### src/hw/rtl/sbda_pkg.sv
package sbda_pkg;

	localparam int WORD_BITS = 64;
	localparam int DIGITS = 19;
	localparam int DIGIT_IDX_BITS = $clog2(DIGITS);
	localparam int STEP_BITS = 8;

	localparam logic [7:0] CHAR_MINUS = 8'd45;
	localparam logic [7:0] CHAR_ZERO = 8'd48;

	// Work item moving down the conversion pipeline: the BCD accumulator and the
	// binary bits still to be shifted in, most significant bit first.
	typedef struct packed {
		logic neg;
		logic [DIGITS*4-1:0] bcd;
		logic [WORD_BITS-1:0] bin;
	} sbda_work_t;

endpackage

### src/hw/rtl/sbda_char_if.sv
interface sbda_char_if;
	logic valid;
	logic ready;
	logic [7:0] character;
	logic last;

	modport source (output valid, output character, output last, input ready);
	modport sink (input valid, input character, input last, output ready);
endinterface

### src/hw/rtl/sbda_serializer.sv
module sbda_serializer import sbda_pkg::*; (
	input logic clk,
	input logic arst_n,
	input logic in_valid,
	output logic in_ready,
	input sbda_work_t in_work,
	sbda_char_if.source text
);

	logic busy_q;
	logic neg_q;
	logic [DIGIT_IDX_BITS-1:0] ptr_q;
	logic [DIGITS*4-1:0] bcd_q;
	logic [DIGIT_IDX_BITS-1:0] msd;
	logic [3:0] digit;
	logic take;
	logic final_char;

	// Highest nonzero digit; zero value leaves digit 0.
	always_comb begin
		msd = '0;
		for (int d = 0; d < DIGITS; d++) begin
			if (in_work.bcd[d*4 +: 4] != 4'd0) begin
				msd = DIGIT_IDX_BITS'(d);
			end
		end
	end

	assign digit = bcd_q[ptr_q*4 +: 4];
	assign final_char = !neg_q && (ptr_q == '0);
	assign take = text.valid && text.ready;
	assign in_ready = !busy_q || (take && final_char);

	assign text.valid = busy_q;
	assign text.character = neg_q ? CHAR_MINUS : (CHAR_ZERO + {4'd0, digit});
	assign text.last = final_char;

	always_ff @(posedge clk or negedge arst_n) begin
		if (!arst_n) begin
			busy_q <= 1'b0;
		end else if (in_ready) begin
			busy_q <= in_valid;
		end
	end

	always_ff @(posedge clk) begin
		if (in_ready && in_valid) begin
			neg_q <= in_work.neg;
			ptr_q <= msd;
			bcd_q <= in_work.bcd;
		end else if (take) begin
			if (neg_q) begin
				neg_q <= 1'b0;
			end else if (ptr_q != '0) begin
				ptr_q <= ptr_q - 1'b1;
			end
		end
	end

endmodule

### src/flat_wrapper.sv
// flat-port wrapper written by rule: the top's interface ports become plain ports
module sbda_serializer_flat import sbda_pkg::*;
  (clk, arst_n, in_valid, in_ready, in_work, text_valid, text_character, text_last, text_ready);
  sbda_char_if text_i ();
  input logic clk;
  input logic arst_n;
  input logic in_valid;
  output logic in_ready;
  input sbda_work_t in_work;
  output wire logic [$bits(text_i.valid)-1:0] text_valid;
  output wire logic [$bits(text_i.character)-1:0] text_character;
  output wire logic [$bits(text_i.last)-1:0] text_last;
  input wire logic [$bits(text_i.ready)-1:0] text_ready;
  assign text_valid = text_i.valid;
  assign text_character = text_i.character;
  assign text_last = text_i.last;
  assign text_i.ready = text_ready;
  sbda_serializer u_core (.clk(clk), .arst_n(arst_n), .in_valid(in_valid), .in_ready(in_ready), .in_work(in_work), .text(text_i));
endmodule
### config.mk
export PLATFORM = sky130hd
export DESIGN_NAME = sbda_serializer_flat
export DESIGN_NICKNAME = d
export VERILOG_FILES = /design/src/hw/rtl/sbda_pkg.sv /design/src/hw/rtl/sbda_char_if.sv /design/src/hw/rtl/sbda_serializer.sv /design/src/flat_wrapper.sv
export SDC_FILE = /design/constraint.sdc
export NUM_CORES = 1
export LEC_CHECK = 0
export BUFFER_PORTS_ARGS = -buffer_cell sky130_fd_sc_hd__buf_2
export CORE_ASPECT_RATIO = 1.5
export CORE_MARGIN = 10
export CORE_UTILIZATION = 49
export CTS_BUF_LIST = sky130_fd_sc_hd__clkbuf_8
export DETAILED_ROUTE_END_ITERATION = 12
export GPL_ROUTABILITY_DRIVEN = 1
export PLACE_DENSITY = 0.82
export SLEW_MARGIN = 0
export SYNTH_ARGS = -nofsm -noshare
export SYNTH_HDL_FRONTEND = slang
export SYNTH_SLANG_ARGS = --single-unit
### constraint.sdc
create_clock -name clk -period 4 [get_ports clk]
set_input_delay 0.4 -clock clk [delete_from_list [all_inputs] [get_ports clk]]
set_output_delay 0.4 -clock clk [all_outputs]
set_load 0.01 [all_outputs]
* Yosys cells after proc, flatten, opt, wreduce, memory -nomap -nowiden
Cells that the tools add are included.
** Storage, ports and cells
- Register bits :: 83
- Bits of input ports :: 145
- Output and inout port bits :: 11
- Word-level logic and storage cells :: 63
** Cells by class
- $add $sub $neg :: 2
- Eq/ne operators :: 1
- Shift operators :: 1
- Multiplexer cells :: 25
- Reduce and logical (&&, ||, !) cells :: 30
** Operators with widths (number)
- $mux 5 :: 21
- $shiftx 76x8->4 :: 1
- $reduce_bool 4->1 :: 18
- $mux 8 :: 1
- $add 6x4->7 const A :: 1
- $logic_not 5->1 :: 1
- $reduce_bool 5->1 :: 1
- $sub 5x1->5 const B :: 1
- $logic_and 1x1->1 :: 4
- $reduce_bool 2->1 :: 2
- $mux 1 :: 3
- $reduce_and 3->1 :: 1
- $logic_not 1->1 :: 2
- $ne 2x2->1 const B :: 1
- $logic_or 1x1->1 :: 1

* Longest topological paths before layout
- Depth in word-level cells :: 20
- Mapped depth :: 9
- Depth with buffers taken out :: 7

* Worst setup path after synthesis
Ideal clock, no wire load.
- Path type :: reg-to-reg
- From :: register u_core.ptr_q[0]
- To :: register u_core.ptr_q[0] (enable)
- Library setup time :: 0.351 ns
- Arrival :: 3.301 ns
- Data required time :: 3.649 ns
- Slack :: 0.348 ns
- Cell stages (with the launch flop) :: 9
- Buffers on the path :: 2
- Period minus slack after synthesis :: 3.652 ns
- Cells stage by stage :: edfxtp_1 > clkbuf_1 > clkbuf_1 > inv_1 > ha_1 > or4b_4 > o21ai_4 > a21oi_1 > a21oi_1
** Between the ends
- Longest elaborated chain between the ends :: 7
- Elaborated cells between the ends (all ways) :: 10
- Those cells by class :: eq/ne: 1; reduce/logical: 9
** RTL lines
- from (decl) :: RTL line sbda_serializer.sv:12 : logic [DIGIT_IDX_BITS-1:0] ptr_q;
- from (signal assigned) :: RTL line sbda_serializer.sv:49 : ptr_q <= msd;
- from (signal assigned) :: RTL line sbda_serializer.sv:55 : ptr_q <= ptr_q - 1'b1;
- $logic_not 5->1 :: RTL line sbda_serializer.sv:30 : assign final_char = !neg_q && (ptr_q == '0);
- $logic_and 1x1->1 :: RTL line sbda_serializer.sv:30
- $logic_and 1x1->1 :: RTL line sbda_serializer.sv:32 : assign in_ready = !busy_q || (take && final_char);
- $logic_or 1x1->1 :: RTL line sbda_serializer.sv:32
- $logic_and 1x1->1 :: RTL line sbda_serializer.sv:47 : if (in_ready && in_valid) begin
- $ne 2x2->1 (no source line) or $reduce_bool 2->1 (tied branches)
- $reduce_and 3->1 (no source line) *
Every way passes the cells marked *; elsewhere a longest branch is shown, timed or not.
A chain may end at the register's enable or synchronous reset.

* Worst setup path in the final report
- From :: register u_core.ptr_q[1]
- To :: register u_core.ptr_q[2], data pin
** Between the ends
- Longest elaborated chain between the ends :: 6
- Elaborated cells between the ends (all ways) :: 10
- Those cells by class :: add/sub: 1; mux: 4; reduce/logical: 5
** RTL lines (RTL line)
- branches (longest 5 deep; another with $sub 5x1->5)
- $mux 5 * :: sbda_serializer.sv:47
Mark *: on every way between the ends. The select of a mux whose other input is x is not followed.

==> flow_summary.json <==
{
  "synth_ff_type": "edfxtp_1",
  "row_count": 38,
  "powerDensity_mw_per_mm2": 383,
  "synth_top_area_share_pct": 67.2,
  "diodes": 0,
  "gp_congestion": 0.777,
  "slowest_stage": "edfxtp_1",
  "grt_max_degree": 83,
  "grt_pass1_wl_mm": 13.5,
  "cts_resized": 0,
  "max_stage_delay_ps": 700,
  "initial_utilization_pct": 50.4,
  "place_ws_ps": 1010,
  "drc": 0,
  "worst_slew_pin_slew_ps": 816,
  "total_leakage_power_nw": 1.57,
  "drt_pass1_iterations": 4,
  "die_h_um": 126,
  "die_x_um": 90.6,
  "clk_pin_slew_ps": 70,
  "min_from": "in_work[64]",
  "finalMaxSlewViolations": 0,
  "ctsHoldBuffers": 1,
  "drive_gt1_share_pct": 37.4,
  "wl_per_cell_um": 20.1,
  "vias_per_cell": 5.51,
  "synth.avg_cell_area_um2": 16.1,
  "overflow": 0,
  "hold_path_class": "input pin to flip-flop",
  "yosys.area_share.xor_xnor_pct": 0.478,
  "grt_pass1_vias": 2668,
  "reg2reg_setup_slack_ps": 970,
  "antenna_found_initial": 0,
  "synth_seq_area_share_pct": 67.9,
  "fin_ws_ps": 968,
  "cp-start-kind": "flip-flop",
  "first_iter_violations": 187,
  "drtAntennaViolNets": 0,
  "synth-edff-count": 82,
  "yosys_warnings": 0,
  "num_io_pins": 156,
  "fmax_mhz": 330,
  "finalSetupViolations": 0,
  "postCtsSetupBuffers": 0,
  "syn-cell-area_mm2": 0.00366,
  "synthArstFlopShare_pct": 1.20,
  "endpoint_kind": "flip-flop",
  "peakVddDrop_v": 0.000260,
  "synth.distinct_cells": 45,
  "synthSimpleGateAreaFrac_pct": 10.5,
  "postSynthCellCount": 228,
  "synth_top_family_by_area": "multiplexers",
  "area_growth_pct": 19.8,
  "hold-worst-slack_ps": 227,
  "numCtsBuffers": 9,
  "hpwl_mm": 6.60,
  "io_buffers": 88,
  "clock_skew_ps": 7.76,
  "root_buffer": "clkbuf_8",
  "yosysTopAreaCell": "edfxtp_1",
  "clockBufferDepth": 2,
  "via_count": 2348,
  "path_cells": "clkinv_1, ha_1, or4b_4, o21ai_4, buf_12, and2_4, nand2_2, o22ai_1",
  "critPathRequiredTime_ps": 4200,
  "synth_compound_area_share_pct": 5.77,
  "maxCapViolations": 0,
  "fin_tns_setup_ps": 0,
  "yosys-top-cells-area": "edfxtp_1, mux4_2, mux2i_1",
  "synthMuxAreaShare_pct": 12.7,
  "rsz0062_at_grt": "no",
  "core_area_mm2": 0.00727,
  "fin_crit_sh_pct": 75.8,
  "cp.arrival_ps": 3230,
  "nets": 467,
  "r2r_start": "u_core.ptr_q[1]",
  "synth_fa_ha_area_share_pct": 0.342,
  "max-slew-margin-rel_pct": 45.1,
  "cts.sinks": 83,
  "dieArea_mm2": 0.0114,
  "ys_seq_elements": 83,
  "hold_violations": 0,
  "grtUsageTotal_pct": 15.3,
  "worstSetupPathType": "flip-flop to flip-flop",
  "crit_path_max_fanout": 82,
  "clk-insertion-delay-late_ps": 350,
  "cts_max_level": 3,
  "startpoint": "u_core.ptr_q[1]",
  "cts_tree": "built",
  "wirelength_mm": 8.55,
  "outcome": "finished, final reports clean",
  "period_needed_ps": 3030
}
-- path summary, 6_finish.rpt --
| kind | endpoint | cells after the start |
|---|---|---|
| min in group asynchronous | u_core.text.valid | 2 |
| max | u_core.ptr_q[2] | 8 |
| max in group asynchronous | u_core.text.valid | 2 |
| max reg2reg | u_core.ptr_q[2] | 8 |
| min reg2reg | u_core.text.valid | 2 |
| min | u_core.bcd_q[0] | 1 |
-- state kept, by name (all words and copies together) (netlist names) --
| register | count |
|---|---|
| u_core.bcd_q | 76 |
| u_core.neg_q | 1 |
| u_core.ptr_q | 5 |
| u_core.text.valid | 1 |
-- per-layer routing --
metal | up-vias | track usage [%] | share of wire, % | wire length, µm
met3 | 15 | 3.21 | 3.7 | 317
met2 | 72 | 28.1 | 58 | 4920
li1 | 1114 | - | - | -
met5 | - | 0 | 0 | 0
met1 | 1147 | 15.8 | 36 | 3110
met4 | 0 | 8.27 | 2.4 | 203
-- placed cells by master, fill, tap and decap left out, types with 3 or more instances in the layout --
cell type / count
buf_2: 88
conb_1: 3
nor3_1: 3
o221ai_1: 4
a21oi_1: 7
clkbuf_8: 9
nand2_1: 14
a211oi_1: 3
nand2b_1: 3
mux2i_1: 10
nor2_1: 10
o21ai_0: 7
edfxtp_1: 82
inv_1: 8
nor4_1: 14
mux4_2: 15
or4_1: 9
-- stage by stage --
step	instances	total power, mW	utilization (%)	area, µm²
finish	426	1.68	60.3	4390
floorplan	229	1.08	-	3670
global route	426	1.75	60.3	4390
CTS	426	1.69	60.3	4390
detailed placement	409	1.16	57.7	4200
global placement	409	1.15	57.7	4200
-- kinds of logic (layout without fill, tap and decap cells) --
| family | Yosys count | after routing |
|---|---|---|
| and+or+nand+nor | 68 | 68 |
| xor gates and xnor gates | 2 | 2 |
| other | 2 | 3 |
| buffers and inverters | 15 | 112 |
| muxes | 26 | 26 |
| DFF | 83 | 83 |
| AOI/OAI and AO/OA | 31 | 31 |
| adders and majority gates | 1 | 1 |
-- cell type report --
cell class                      count  area [µm²]
Clock buffer                        9         124
Clock inverter                      7        53.8
Fill cell                         554        2890
Inverter                            5        18.8
Multi-Input combinational cell    131        1100
Sequential cell                    83        2490
Tap cell                          100         125
Timing Repair Buffer               91         478
-- report_power, final --
part	switching, mW	leakage [nW]	internal (mW)
registers	0.0158	0.751	0.968
logic	0.0756	0.710	0.0778
clock network	0.266	0.106	0.276
-- worst max-delay path, delay by kind of cell, from the launching register on --
kind | cells | cell delay, ps
AOI/OAI and AO/OA | 2 | 360
adders and majority gates | 1 | 260
buffers and inverters | 2 | 660
DFF | 1 | 700
and+or+nand+nor | 3 | 850
-- cells in the mapped netlist (3+ instances only) --
cell type  count
nor3_1         3
a211oi_1       3
nor4_1        14
nand2b_1       3
buf_4          3
edfxtp_1      82
o221ai_1       4
nand2_1       14
buf_2          3
mux2i_1       10
or4_1          9
o21ai_0        7
inv_1          4
mux4_2        15
a21oi_1        7
nor2_1        10
Note: power is estimated with default switching activity, not from simulation.
