### src/hw/rtl/sbda_pkg.sv
package sbda_pkg;

	localparam int WORD_BITS = 64;
	localparam int DIGITS = 19;
	localparam int DIGIT_IDX_BITS = $clog2(DIGITS);
	localparam int STEP_BITS = 8;

	localparam logic [7:0] CHAR_MINUS = 8'd45;
	localparam logic [7:0] CHAR_ZERO = 8'd48;

	// Work item moving down the conversion pipeline: the BCD accumulator and the
	// binary bits still to be shifted in, most significant bit first.
	typedef struct packed {
		logic neg;
		logic [DIGITS*4-1:0] bcd;
		logic [WORD_BITS-1:0] bin;
	} sbda_work_t;

endpackage

### src/hw/rtl/sbda_dabble.sv
module sbda_dabble import sbda_pkg::*; (
	input logic clk,
	input logic arst_n,
	input logic in_valid,
	output logic in_ready,
	input sbda_work_t in_work,
	output logic out_valid,
	input logic out_ready,
	output sbda_work_t out_work
);

	logic valid_s1;
	sbda_work_t work_s1;
	sbda_work_t next_work;

	// Shift-add-3 over STEP_BITS bits.
	always_comb begin
		next_work = in_work;
		for (int s = 0; s < STEP_BITS; s++) begin
			for (int d = 0; d < DIGITS; d++) begin
				if (next_work.bcd[d*4 +: 4] >= 4'd5) begin
					next_work.bcd[d*4 +: 4] = next_work.bcd[d*4 +: 4] + 4'd3;
				end
			end
			next_work.bcd = {next_work.bcd[DIGITS*4-2:0], next_work.bin[WORD_BITS-1]};
			next_work.bin = {next_work.bin[WORD_BITS-2:0], 1'b0};
		end
	end

	assign in_ready = !valid_s1 || out_ready;

	always_ff @(posedge clk or negedge arst_n) begin
		if (!arst_n) begin
			valid_s1 <= 1'b0;
		end else if (in_ready) begin
			valid_s1 <= in_valid;
		end
	end

	always_ff @(posedge clk) begin
		if (in_ready && in_valid) begin
			work_s1 <= next_work;
		end
	end

	assign out_valid = valid_s1;
	assign out_work = work_s1;

endmodule

### config.mk
export PLATFORM = sky130hd
export DESIGN_NAME = sbda_dabble
export DESIGN_NICKNAME = d
export VERILOG_FILES = /design/src/hw/rtl/sbda_pkg.sv /design/src/hw/rtl/sbda_dabble.sv
export SDC_FILE = /design/constraint.sdc
export NUM_CORES = 1
export LEC_CHECK = 0
export ABC_AREA = 1
export BUFFER_PORTS_ARGS = -buffer_cell sky130_fd_sc_hd__buf_2
export CORE_MARGIN = 2
export CORE_UTILIZATION = 37
export DETAILED_ROUTE_END_ITERATION = 12
export HOLD_SLACK_MARGIN = 0.06
export SETUP_SLACK_MARGIN = 0.1
export SLEW_MARGIN = 20
export SYNTH_ARGS = -nofsm -noshare
export SYNTH_HDL_FRONTEND = slang
export SYNTH_SLANG_ARGS = --single-unit
export TNS_END_PERCENT = 20
### constraint.sdc
create_clock -name clk -period 8.72 [get_ports clk]
set_input_delay 1.308 -clock clk [delete_from_list [all_inputs] [get_ports clk]]
set_output_delay 1.308 -clock clk [all_outputs]
set_load 0.02 [all_outputs]
Yosys cells after proc, flatten, opt, wreduce, memory -nomap -nowiden
Cells that the tools add are included.
Word-level totals
  bits in registers: 134
  bits of input ports: 145
  output and inout bits: 143
Cells by class
  $add $sub $neg: 152
  order comparisons: 152
  mux-type cells: 152
  reductions and logical operators: 3
Operator list (number)
  4-bit by 3-bit greater-or-equal comparator with 1-bit output (second input constant): 152
  4-bit by 2-bit adder with 4-bit output (second input constant): 144
  4-bit 2-to-1 mux: 144
  3-bit by 2-bit adder with 3-bit output (second input constant): 8
  3-bit 2-to-1 mux: 8
  1-bit logical AND: 1
  1-bit logical NOT: 1
  1-bit logical OR: 1

Longest topological paths before layout
Gate-level depths: netlist (run 1).
  depth in word-level cells: 16
  depth in mapped cells: 60

Least setup slack after synthesis (run 1)
No wires, ideal clock.
  kind: input-to-reg
  start point: input port in_valid
  end point: register work_s1 (netlist bit out_work[100]) (enable)
  library setup time: 670 ps
  arrival: 7752 ps
  path slack: 299 ps
  stages on the path: 2
  cells stage by stage: inv_1 -> a21oi_1
On the way
  cells in the longest elaborated chain, start to end: 1
RTL lines
  from (decl): line sbda_dabble.sv:4  | input logic in_valid,
  1-bit logical AND: line sbda_dabble.sv:41  | if (in_ready && in_valid) begin
  to (signal assigned): line sbda_dabble.sv:42  | work_s1 <= next_work;
  to (decl): line sbda_dabble.sv:13  | sbda_work_t work_s1;
No other way between the ends.
A chain may end at the register's enable or synchronous reset.

==> impl_metrics.csv, run 1 <==
group,metric,value,unit
outcome,status,"finished clean",
routing,drc,0,
sta,tightest_slew,0.803,ns
synth,synthFlopType,"edfxtp_1",
finish,final_cell_mix,"1095 x nand2_1, 471 x inv_1, 326 x nand3_1, 279 x buf_2, 237 x nand2_2",
sta,setup-violations-final,0,
synth,ys_ff_latch,134,
floorplanning,die_w,237,µm
floorplanning,die_h,237,µm
place,gp_congestion,0.813,
sta,drv_slew,0,
floorplanning,placeableCoreArea,53800,µm²
clocking,clockBufferDepth,2,
critical_path,cpPeakStageDelay,0.27,ns
place,place.port_buffers,279,
clocking,post_cts_buffers,0,
synth,avgSynthCellArea,6.56,µm²
critical_path,critPathLaunchType,"input port",
sta,slew_headroom,0.465,
critical_path,worst-path-max-fanout,4,
synth,ys_warn_count,0,
critical_path,reg2reg_depth,2,
sta,fmax,0.143,GHz
synth,synth.cell_area,20100,µm²
sta,rsz0062_at_grt,"false",
clocking,ctsHoldBuffers,0,
global_route,grtUsageTotal,0.149,
global_route,use_met3,0.0258,
critical_path,crit_arrival,7.21,ns
routing,drtIter0Drc,639,
clocking,cts_num_sinks,134,
clocking,clk-insertion-delay-late,0.47,ns
floorplanning,rows,85,
global_route,antenna_found_initial,4,
routing,ant_nets,0,
sta,period_needed,6.99,ns
synth,ys_seq_area_frac,0.200,
clocking,clk_pin_slew_worst_paths,0.06,ns
sta,period_share,0.801,
routing,wl_per_cell,10.1,µm
finish,final_common_cell,"nand2_1",
sta,fin_setup_tns,0,ns
floorplanning,dieArea,56300,µm²
floorplanning,start_util,0.374,
routing,via_per_inst,4.64,
finish,fin_util,0.428,
finish,drive_gt1_frac,0.264,
clocking,cts_tree,"done",
finish,areaGrowthSynthToFinish,14.5,%
global_route,grt_pass1_wl,72100,µm
clocking,cts_resized,0,
sta,hold_ws,0.581,ns
global_route,gr-total-overflow,0,
critical_path,criticalPathCategory,"input port to flop",
synth,synth_cell_types,44,
routing,first_pass_iters,4,
floorplanning,ios,288,
critical_path,critPathCapture,"out_work[137]",
run,maxCapViolCount,0,
clocking,cts_max_level,4,
global_route,busiest_layer,"met2",
global_route,grt_max_degree,134,
clocking,numCtsBuffers,17,
critical_path,r2r_start,"out_valid",
critical_path,regToRegEndpoint,"out_work[89]",
critical_path,crit_path_end_kind,"flop",
global_route,grt_util_met2,0.264,
place,dp_hpwl,34600,µm
min_path,worst_hold_path_type,"flop to flop",
routing,via_count,18907,
clocking,ctsRootBufferMaster,"clkbuf_16",
global_route,use_met1,0.186,
synth,async_reset_ff_frac,0.00746,
critical_path,crit_required,8.94,ns
critical_path,cp_slowest_cell,"or2_2",
sta,fin_skew,0.0117,ns
critical_path,path_common_cell,"nand2_1",
synth,synth_cells,3065,
routing,routed_wl,41200,µm
sta,hold_viol,0,
critical_path,reg2reg_slack,7.05,ns
finish,fillers,5714,
finish,final_nets,3622,
critical_path,startpoint,"in_work[133]",
synth,synth_edf_count,133,
min_path,hp-start,"out_valid",
global_route,grt_pass1_vias,17085,
[how the worst min path moves through the flow]
stage                 to  slack [ns]  cells past startpoint
2_1_floorplan  out_valid        0.77                      2
3_3_place_gp   out_valid        0.57                      2
3_5_place_dp   out_valid        0.57                      2
4_1_cts        out_valid        0.56                      1
5_1_grt        out_valid        0.57                      1
6_report       out_valid        0.58                      2
[stage by stage]
| stage | instances | setup slack [ns] | cell area (µm²) |
|---|---|---|---|
| after floorplan | 3072 | 0.299 | 20100 |
| after global placement | 4040 | 1.39 | 22400 |
| after detailed placement | 4040 | 1.25 | 22400 |
| after CTS | 4071 | 1.77 | 23000 |
| after global routing | 4072 | 0.933 | 23000 |
| final | 4072 | 1.73 | 23000 |
[registers in the layout, indices dropped and copies added, names as in the netlist]
| name | flops |
|---|---|
| out_work | 133 |
| out_valid | 1 |
[cells by family (layout without fill, tap and decap cells)]
| kind of cell | after synthesis | count (layout) | share of synthesized area |
|---|---|---|---|
| other | 1 | 9 | 0.000186 |
| adder cells (fa/ha/maj) | 114 | 114 | 0.0709 |
| AO/OA/AOI/OAI | 222 | 222 | 0.0822 |
| flip-flops | 134 | 134 | 0.200 |
| AND/OR/NAND/NOR | 2013 | 2013 | 0.511 |
| buffers and inverters | 527 | 830 | 0.0998 |
| XOR/XNOR | 53 | 53 | 0.0352 |
| multiplexers | 1 | 1 | 0.000498 |
[cell usage after synthesis, types with 14 or more instances]
master	number	area [µm²]
inv_1	471	1770
o21ai_2	62	543
nand3_1	326	1630
nand2_2	237	1480
inv_2	47	176
o211ai_1	14	105
nand3b_1	23	173
ha_1	114	1430
edfxtp_1	133	3990
nand3_2	123	1230
nand3_4	15	263
o21ai_1	25	125
o21ai_0	45	225
xor2_1	29	254
a21o_1	33	248
nor2_1	24	90.1
nand2_4	39	439
nand2_1	1095	4110
nand4_1	103	644
[layout make-up]
class                           instances  area [µm²]  share of cell area
Timing Repair Buffer                  280        1420              0.0615
Sequential cell                       134        4020               0.174
Clock inverter                         13         219             0.00951
Tap cell                              696         871              0.0378
Clock buffer                           18         429              0.0186
Antenna cell                            1        2.50            0.000109
Multi-Input combinational cell       2411       14100               0.613
Inverter                              519        1950              0.0846
[critical path: cells and delay by family]
| kind | cells | cell delay, ns |
|---|---|---|
| and+or+nand+nor | 38 | 3.62 |
| adders and majority gates | 8 | 1.36 |
| buffers and inverters | 15 | 0.94 |
[layer usage]
metal / vias to the layer above / wire [µm]
li1: 10517 / -
met1: 8152 / 20000
met2: 195 / 19200
met3: 37 / 1340
met4: 6 / 582
met5: - / 46
Power of run 1 is left out: the tool's default activity adds up to more than one toggle a clock period on the data nets, which glitch-free logic cannot reach.
==> run 2: changes to the inputs <==
- clock period: 8.72 -> 6.97 ns (I/O delays scaled with it)
==> impl_metrics.csv, run 2 (synthesis results as in run 1) <==
group,metric,value,unit
floorplanning,dieArea,56300,µm²
critical_path,critPathLaunchType,"input port",
outcome,status,"finished clean",
floorplanning,die_w,237,µm
critical_path,reg2reg_slack,4.73,ns
routing,wl_per_cell,10.2,µm
critical_path,regToRegEndpoint,"out_work[89]",
global_route,antenna_found_initial,5,
global_route,grt_max_degree,62,
clocking,cts_max_level,4,
critical_path,crit_arrival,6.67,ns
routing,first_pass_iters,5,
finish,drive_gt1_frac,0.276,
routing,drc,0,
finish,final_common_cell,"nand2_1",
clocking,clk_pin_slew_worst_paths,0.06,ns
critical_path,cpPeakStageDelay,0.28,ns
finish,fin_util,0.430,
global_route,grtUsageTotal,0.148,
sta,slew_headroom,0.456,
sta,tightest_slew,0.816,ns
sta,fin_setup_tns,0,ns
critical_path,startpoint,"in_work[136]",
sta,period_share,0.924,
place,gp_congestion,0.822,
place,place.port_buffers,279,
floorplanning,ios,288,
floorplanning,rows,85,
floorplanning,placeableCoreArea,53800,µm²
sta,fin_skew,0.0138,ns
critical_path,path_buf_inv,14,
critical_path,reg2reg_depth,2,
critical_path,worst-path-max-fanout,4,
sta,fmax,0.155,GHz
finish,final_nets,3632,
floorplanning,start_util,0.374,
run,maxCapViolCount,0,
critical_path,cp_slowest_cell,"or2_2",
critical_path,criticalPathCategory,"input port to flop",
finish,areaGrowthSynthToFinish,15.1,%
critical_path,crit_path_end_kind,"flop",
routing,routed_wl,41600,µm
clocking,cts_num_sinks,134,
finish,final_cell_mix,"1076 x nand2_1, 465 x inv_1, 319 x nand3_1, 279 x buf_2, 255 x nand2_2",
routing,via_per_inst,4.67,
clocking,cts_tree,"done",
clocking,numCtsBuffers,17,
sta,drv_slew,0,
clocking,clockBufferDepth,2,
global_route,gr-total-overflow,0,
global_route,grt_pass1_wl,72100,µm
sta,period_needed,6.44,ns
routing,via_count,19063,
global_route,grt_pass1_vias,17007,
sta,hold_viol,0,
critical_path,crit_required,7.20,ns
clocking,ctsRootBufferMaster,"clkbuf_16",
place,dp_hpwl,35000,µm
sta,hold_ws,0.362,ns
clocking,clk-insertion-delay-late,0.47,ns
sta,setup-violations-final,0,
critical_path,critPathCapture,"out_work[137]",
critical_path,cp_top_family,"simple AND/OR/NAND/NOR gates",
floorplanning,die_h,237,µm
finish,largest_reg_flops,133,
min_path,worst_hold_path_type,"input port to async pin",
critical_path,cp.depth,57,
critical_path,r2r_start,"out_valid",
routing,drtIter0Drc,700,
routing,ant_nets,0,
==> run 2: changes by cell type in the layout (fill, tap and decap cells not counted), sizes merged <==
| cell | delta |
|---|---|
| buf | +10 |
| inv | -1 |
| clkbuf | +1 |
| clkinv | +3 |
| bufinv | -2 |
==> run 2: timing repair <==
action | 4_1_cts | 5_1_grt
setup buffers | 0 | 6
resized for setup | 0 | 38
setup endpoints to repair | 0 | 3
hold buffers | 0 | 0
==> run 2: stage by stage <==
| stage | setup slack, ns | instance area, µm² | std cells |
|---|---|---|---|
| after detailed placement | -0.00187 | 22400 | 4044 |
| final | 0.528 | 23200 | 4083 |
| after global placement | 0.0940 | 22400 | 4044 |
| after floorplan | 0.504 | 20100 | 3072 |
| after CTS | 0.501 | 23000 | 4076 |
| after global routing | -0.132 | 23200 | 4083 |
==> run 2: worst reg2reg max path, stage by stage, from the launching register on <==
cell	delay, ns
dfrtp_1	0.41
a21oi_4	0.63
buf_4	0.76
==> run 2: how the worst min path moves through the flow <==
stage / from / end / slack, ns / cells after the start
final: arst_n / out_valid / 0.36 / 1
after global placement: out_valid / out_valid / 0.57 / 2
after CTS: arst_n / out_valid / 0.32 / 1
after detailed placement: out_valid / out_valid / 0.56 / 2
after global routing: arst_n / out_valid / 0.33 / 1
after floorplan: arst_n / out_valid / 0.75 / 0
==> run 2: metal layers <==
| layer | share of wire | global-route usage | up-vias |
|---|---|---|---|
| met5 | 0.00084 | 0 | - |
| met4 | 0.011 | 0.0364 | 6 |
| met3 | 0.034 | 0.0262 | 30 |
| met2 | 0.47 | 0.261 | 225 |
| met1 | 0.48 | 0.188 | 8274 |
| li1 | - | - | 10528 |
==> run 2: area by class of cell <==
cell class / count / area, µm²
tap: 696 / 871
fill: 5688 / 30700
timing repair buffer: 290 / 1480
clock buffer: 19 / 433
sequential: 134 / 4020
clock inverter: 13 / 171
multi-input combinational: 2411 / 14200
inverter: 519 / 1950
antenna: 1 / 2.50
Power of run 2 is left out for the same reason.
==> run 3: changes to the inputs <==
- ABC_CLOCK_PERIOD_IN_PS: default -> 6970
- CTS_BUF_LIST: default -> sky130_fd_sc_hd__clkbuf_4 sky130_fd_sc_hd__clkbuf_8 sky130_fd_sc_hd__clkbuf_16
==> impl_metrics.csv, run 3 (synthesis results as in run 1) <==
group,metric,value,unit
sta,slew_headroom,0.456,
place,place.port_buffers,279,
routing,ant_nets,0,
min_path,worst_hold_path_type,"input port to async pin",
clocking,ctsHoldBuffers,0,
finish,drive_gt1_frac,0.277,
clocking,cts_num_sinks,134,
clocking,cts_max_level,4,
clocking,numCtsBuffers,17,
finish,final_common_cell,"nand2_1",
finish,fillers,5686,
critical_path,r2r_start,"out_valid",
sta,fmax,0.155,GHz
routing,drc,0,
finish,largest_reg_flops,133,
sta,setup-violations-final,0,
outcome,status,"finished clean",
floorplanning,die_w,237,µm
sta,fin_skew,0.0138,ns
run,maxCapViolCount,0,
global_route,gr-total-overflow,0,
critical_path,worst-path-max-fanout,4,
global_route,grtUsageTotal,0.148,
clocking,cts_tree,"done",
critical_path,regToRegEndpoint,"out_work[89]",
clocking,clockBufferDepth,2,
critical_path,crit_required,7.20,ns
place,gp_congestion,0.822,
sta,period_needed,6.44,ns
global_route,antenna_found_initial,5,
global_route,grt_pass1_vias,17007,
floorplanning,ios,288,
sta,period_share,0.924,
routing,wl_per_cell,10.2,µm
routing,via_count,19061,
critical_path,cpPeakStageDelay,0.28,ns
routing,routed_wl,41600,µm
place,dp_hpwl,35000,µm
critical_path,critPathCapture,"out_work[137]",
routing,drtIter0Drc,700,
critical_path,crit_arrival,6.67,ns
floorplanning,placeableCoreArea,53800,µm²
floorplanning,rows,85,
finish,areaGrowthSynthToFinish,15.1,%
routing,via_per_inst,4.67,
critical_path,reg2reg_slack,4.73,ns
floorplanning,die_h,237,µm
critical_path,cp.depth,57,
clocking,clk-insertion-delay-late,0.47,ns
floorplanning,start_util,0.374,
critical_path,reg2reg_depth,2,
sta,tightest_slew,0.816,ns
critical_path,path_buf_inv,14,
finish,final_cell_mix,"1076 x nand2_1, 465 x inv_1, 319 x nand3_1, 279 x buf_2, 255 x nand2_2",
critical_path,startpoint,"in_work[136]",
global_route,grt_pass1_wl,72100,µm
critical_path,critPathLaunchType,"input port",
floorplanning,dieArea,56300,µm²
critical_path,cp_top_family,"simple AND/OR/NAND/NOR gates",
clocking,clk_pin_slew_worst_paths,0.06,ns
critical_path,crit_path_end_kind,"flop",
sta,hold_viol,0,
sta,fin_setup_tns,0,ns
critical_path,cp_slowest_cell,"or2_2",
global_route,grt_max_degree,62,
routing,first_pass_iters,5,
sta,drv_slew,0,
critical_path,criticalPathCategory,"input port to flop",
clocking,ctsRootBufferMaster,"clkbuf_16",
finish,final_nets,3632,
[run 3: final cells by class]
class	instances	area [µm²]	area share
Clock inverter	13	171	0.00740
Sequential cell	134	4020	0.174
Clock buffer	19	440	0.0190
Tap cell	696	871	0.0376
Inverter	519	1950	0.0841
Antenna cell	1	2.50	0.000108
Timing Repair Buffer	290	1480	0.0639
Multi-Input combinational cell	2411	14200	0.614
[run 3: what timing repair did]
item                                    in CTS  in global routing
endpoints found under the hold margin        0                  0
buffers inserted                             0                  6
gates resized for setup                      0                 38
endpoints found under the setup margin       0                  3
[run 3: worst min-delay path by stage]
stage | from | endpoint | slack [ns]
floorplan | arst_n | out_valid | 0.75
global placement | out_valid | out_valid | 0.57
detailed placement | out_valid | out_valid | 0.56
CTS | arst_n | out_valid | 0.32
global route | arst_n | out_valid | 0.33
finish | arst_n | out_valid | 0.36
[run 3: stage by stage]
step | hold WS (ns) | area, µm² | cells | setup WS, ns | util
2_1_floorplan | 0.750 | 20100 | 3072 | 0.504 | -
3_3_place_gp | 0.568 | 22400 | 4044 | 0.0940 | 0.416
3_5_place_dp | 0.561 | 22400 | 4044 | -0.00187 | 0.416
4_1_cts | 0.320 | 23000 | 4076 | 0.501 | 0.428
5_1_grt | 0.331 | 23200 | 4083 | -0.132 | 0.430
6_report | 0.362 | 23200 | 4083 | 0.528 | 0.430
[run 3: metal layers]
| layer | routed length (µm) | GRT usage | part of all wire |
|---|---|---|---|
| met1 | 20100 | 0.188 | 0.48 |
| met2 | 19600 | 0.261 | 0.47 |
| met3 | 1430 | 0.0262 | 0.034 |
| met4 | 459 | 0.0364 | 0.011 |
| met5 | 35 | 0 | 0.00084 |
Power of run 3 is left out for the same reason.
